**src/barg_pkg.sv**
```systemverilog
package barg_pkg;

  // default sizes
  localparam int BAND_COUNT_DEF  = 64;
  localparam int MAX_SAMPLES_DEF = 4096;

  // field widths
  localparam int BAND_W  = 6;
  localparam int GAIN_W  = 17;
  localparam int COUNT_W = 13;
  localparam int COEFF_W = 24;
  localparam int STATE_W = 25;
  localparam int FRAC_W  = 24;

  // fixed-point constants
  localparam logic [STATE_W-1:0] GAIN_UNITY   = STATE_W'(32'd16777216);
  localparam logic [GAIN_W-1:0]  TARGET_UNITY = GAIN_W'(32'd65536);
  localparam logic [STATE_W:0]   OUT_ROUND    = (STATE_W+1)'(32'd128);

  // configuration registers
  localparam int CFG_IDX_W = 2;
  localparam logic [CFG_IDX_W-1:0] CFG_ATTACK  = 2'd0;
  localparam logic [CFG_IDX_W-1:0] CFG_RELEASE = 2'd1;
  localparam logic [COEFF_W-1:0] ATTACK_RESET  = 24'd345830;
  localparam logic [COEFF_W-1:0] RELEASE_RESET = 24'd3495;

  // request item
  typedef struct packed {
    logic [BAND_W-1:0]  band;
    logic [GAIN_W-1:0]  target_gain;
    logic [COUNT_W-1:0] sample_count;
  } barg_in_t;

  // result item
  typedef struct packed {
    logic [BAND_W-1:0] band_out;
    logic [GAIN_W-1:0] smoothed_gain;
  } barg_out_t;

  // sequencer states
  typedef enum logic [5:0] {
    ST_CLEAR = 6'b000001,
    ST_IDLE  = 6'b000010,
    ST_LOAD  = 6'b000100,
    ST_MUL   = 6'b001000,
    ST_ADD   = 6'b010000,
    ST_DONE  = 6'b100000
  } barg_state_t;

endpackage

```
**src/barg_gain_mem.sv**
```systemverilog
module barg_gain_mem #(
  parameter int DEPTH  = barg_pkg::BAND_COUNT_DEF,
  parameter int ADDR_W = 6
) (
  input  logic                         clk,
  input  logic                         we,
  input  logic [ADDR_W-1:0]            waddr,
  input  logic [barg_pkg::STATE_W-1:0] wdata,
  input  logic                         re,
  input  logic [ADDR_W-1:0]            raddr,
  output logic [barg_pkg::STATE_W-1:0] rdata
);

  logic [barg_pkg::STATE_W-1:0] mem [DEPTH];

  // one write port, one registered read port
  always_ff @(posedge clk) begin
    if (we) begin
      mem[waddr] <= wdata;
    end
    if (re) begin
      rdata <= mem[raddr];
    end
  end

endmodule

```
**config.mk**
```make
export PLATFORM = sky130hd
export DESIGN_NAME = barg_gain_mem
export DESIGN_NICKNAME = d
export VERILOG_FILES = /design/src/barg_pkg.sv /design/src/barg_gain_mem.sv
export SDC_FILE = /design/constraint.sdc
export NUM_CORES = 1
export LEC_CHECK = 0
export ABC_CLOCK_PERIOD_IN_PS = 3450
export CAP_MARGIN = 20
export CORE_MARGIN = 2
export CORE_UTILIZATION = 52
export CTS_CLUSTER_DIAMETER = 80
export DETAILED_ROUTE_END_ITERATION = 10
export DONT_BUFFER_PORTS = 1
export PLACE_DENSITY = 0.65
export SYNTH_ARGS = -nofsm -noshare
export SYNTH_HDL_FRONTEND = slang
export SYNTH_SLANG_ARGS = --single-unit
```
**constraint.sdc**
```tcl
create_clock -name clk -period 3.45 [get_ports clk]
set_input_delay 0.345 -clock clk [delete_from_list [all_inputs] [get_ports clk]]
set_output_delay 0.345 -clock clk [all_outputs]
set_load 0.1 [all_outputs]
```
==> reports/qor.yml <==
run_status:
  status: "complete, but fails checks"
  violations: "slew limit"
routing:
  antenna_left: 0
  drt_iter0_drc: 4032
  wl_per_cell_um: 33.0
  vias: 30045
  viasPerCell: 6.35
  drc: 0
  drt-pass1-iter-count: 5
  routed_wl_mm: 156
power_and_ir_drop:
  vdd_drop_max_mv: 0.474
  power_density_nw_per_um2: 576
  leakage_nw: 22.2
logic_synthesis:
  avgSynthCellArea_um2: 22.0
  synth-seq-cells: 1625
  yosysSeqAreaShare_pct: 77.8
  synth_area_um2: 62700
  yosys-top-cells-area: "edfxtp_1 (78%), mux4_2 (11%), mux2_2 (2.3%)"
  synthesis.nets: 2890
  synth_top_area_share_pct: 77.8
  ys_warn_count: 0
  synth_cells: 2850
  synth.distinct_cells: 44
  synth_edf_count: 1625
  async_reset_ff_share_pct: 0
  yosysTopAreaCell: "edfxtp_1"
  synthFlopType: "edfxtp_1"
worst_setup_path:
  crit_required_ns: 4.10
  arrival_ns: 3.42
  crit_fanout: 291
  crit_type: "input port to register"
  end_kind: "register"
  worst_setup_path_start_kind: "input port"
global_route:
  grtUsageTotal_pct: 25.6
  grt_pass1_vias: 29889
  antenna_found_initial: 7
  grt_pass1_wl_mm: 220
  grt.overflow.total: 0
  grt_max_degree: 475
final_layout:
  fin_cells: 4728
  drive_gt1_share_pct: 26.9
  ff_latch_area_um2: 48800
  multi_input_area_um2: 13000
  nets: 3037
  area_delta_synth_final_pct: 12.5
  fillers: 8478
timing:
  slew_viol_final: 215
  period_minus_slack_ns: 2.77
  max_freq_mhz: 361
  finalHoldViolations: 0
  setup_violations: 0
  clock_skew_ns: 0.0609
  tightestPinTransition_ns: 1.79
  tns_ns: 0
  finalCritPeriodShare_pct: 80.3
  rsz0062_at_grt: "false"
  setup_ws_ns: 0.678
  maxSlewHeadroom_pct: -19.5
clock_tree:
  clk_pin_slew_ns: 0.06
  clock_sinks: 1625
  cts.path.max_buffers: 3
  cts-root-buf: "clkbuf_16"
  numCtsBuffers: 162
  clock_latency_ns: 0.79
  cts_tree: "yes"
  cts_setup_buffers: 0
  hold_buffers: 60
  h-tree-depth: 4
  post_cts_resized: 0
die:
  start_util_pct: 52.4
  die_w_um: 351
  core_area_um2: 120000
  dieArea_um2: 123000
  num_rows: 127
  pin_count: 65
  die_h_um: 351
placed_design:
  dp_hpwl_mm: 87.4
  finalWeightedCongestion: 0.897
  io_buffer_count: 0
  place_inst: 4384
  dp_slack_ns: 0.578
run:
  max_cap_viol_count: 0
hold_path:
  hp-class: "input port to register"
power by group:
part / leakage [nW] / switching, W / internal, W
Sequential: 14.6 / 0.000208 / 0.0219
Clock: 2.43 / 0.00726 / 0.00938
Combinational: 5.11 / 0.00112 / 0.000805
synthesized netlist by cell type (20+ instances only):
master    count
o22ai_1      96
buf_2        48
nor2_1       90
edfxtp_1   1625
clkbuf_1     49
nor3_1       26
a22oi_1      27
mux4_2      302
mux2i_1     131
buf_6        29
mux2_2      126
nor2b_1      23
o21ai_0      36
o211ai_1     20
kinds of logic after synthesis:
kind of cell	count (synthesis)	share of synthesized area (%)
flip-flops	1625	77.8
AND/OR/NAND/NOR	197	1.55
multiplexers	567	15.5
AO/OA/AOI/OAI	295	3.29
buffers and inverters	166	1.87
cell type report:
cell class,count,area share [%]
well taps,1612,2.86
clock buffers,198,5.96
flip-flops and latches,1625,69.1
multi-input cells,1059,18.3
repair buffers,149,2.61
diodes,1,0.00354
clock inverters,84,1.12
through the flow:
| step | area [µm²] | hold WS [ns] | util (%) | power, W |
|---|---|---|---|---|
| 3_5_place_dp | 64600 | 0.448 | 53.9 | 0.0239 |
| 6_report | 70600 | 0.0578 | 58.9 | 0.0407 |
| 5_1_grt | 70600 | 0.0327 | 58.9 | 0.0417 |
| 2_1_floorplan | 62700 | 0.444 | - | 0.0237 |
| 4_1_cts | 70600 | 0.00788 | 58.9 | 0.0409 |
| 3_3_place_gp | 64400 | 0.448 | 53.7 | 0.0238 |
state kept, by name (all words and copies together), names as in the netlist:
| name | count |
|---|---|
| mem | 1600 |
| rdata | 25 |
layer usage:
metal	global-route usage (%)	wire, µm	vias to the layer above
met5	0	46	-
met4	7.82	4770	6
met3	7.48	15900	235
met2	40.0	75000	1369
met1	35.0	60100	16101
li1	-	-	12334
layout by cell type (no fill, tap or decap), drive strengths merged, types with 23 or more instances in the layout:
| cell | count |
|---|---|
| nor3 | 26 |
| nor2 | 90 |
| o22ai | 96 |
| a22oi | 37 |
| buf | 114 |
| mux2 | 126 |
| clkbuf | 199 |
| nor2b | 23 |
| mux2i | 131 |
| edfxtp | 1625 |
| mux4 | 310 |
| o21ai | 38 |
| clkinv | 70 |
| dlygate4sd3 | 34 |
path summary, 6_finish.rpt:
path / from / endpoint / slack, ns / depth (start not counted)
worst min-delay path: waddr[2] / mem[48][22] / 0.06 / 2
worst max-delay path: raddr[2] / rdata[23] / 0.68 / 6
worst max register to register: mem[33][23] / rdata[23] / 0.99 / 6
worst min register to register: mem[56][21] / rdata[21] / 0.92 / 3
critical path, cell delays in order:
cell and delay (ns):
nand3b_1 0.92, o22ai_1 0.23, nor2_1 0.16, o211ai_1 0.19
o21ai_1 0.24, dlygate4sd3_1 0.58
Note: power is estimated with default switching activity, not from simulation.
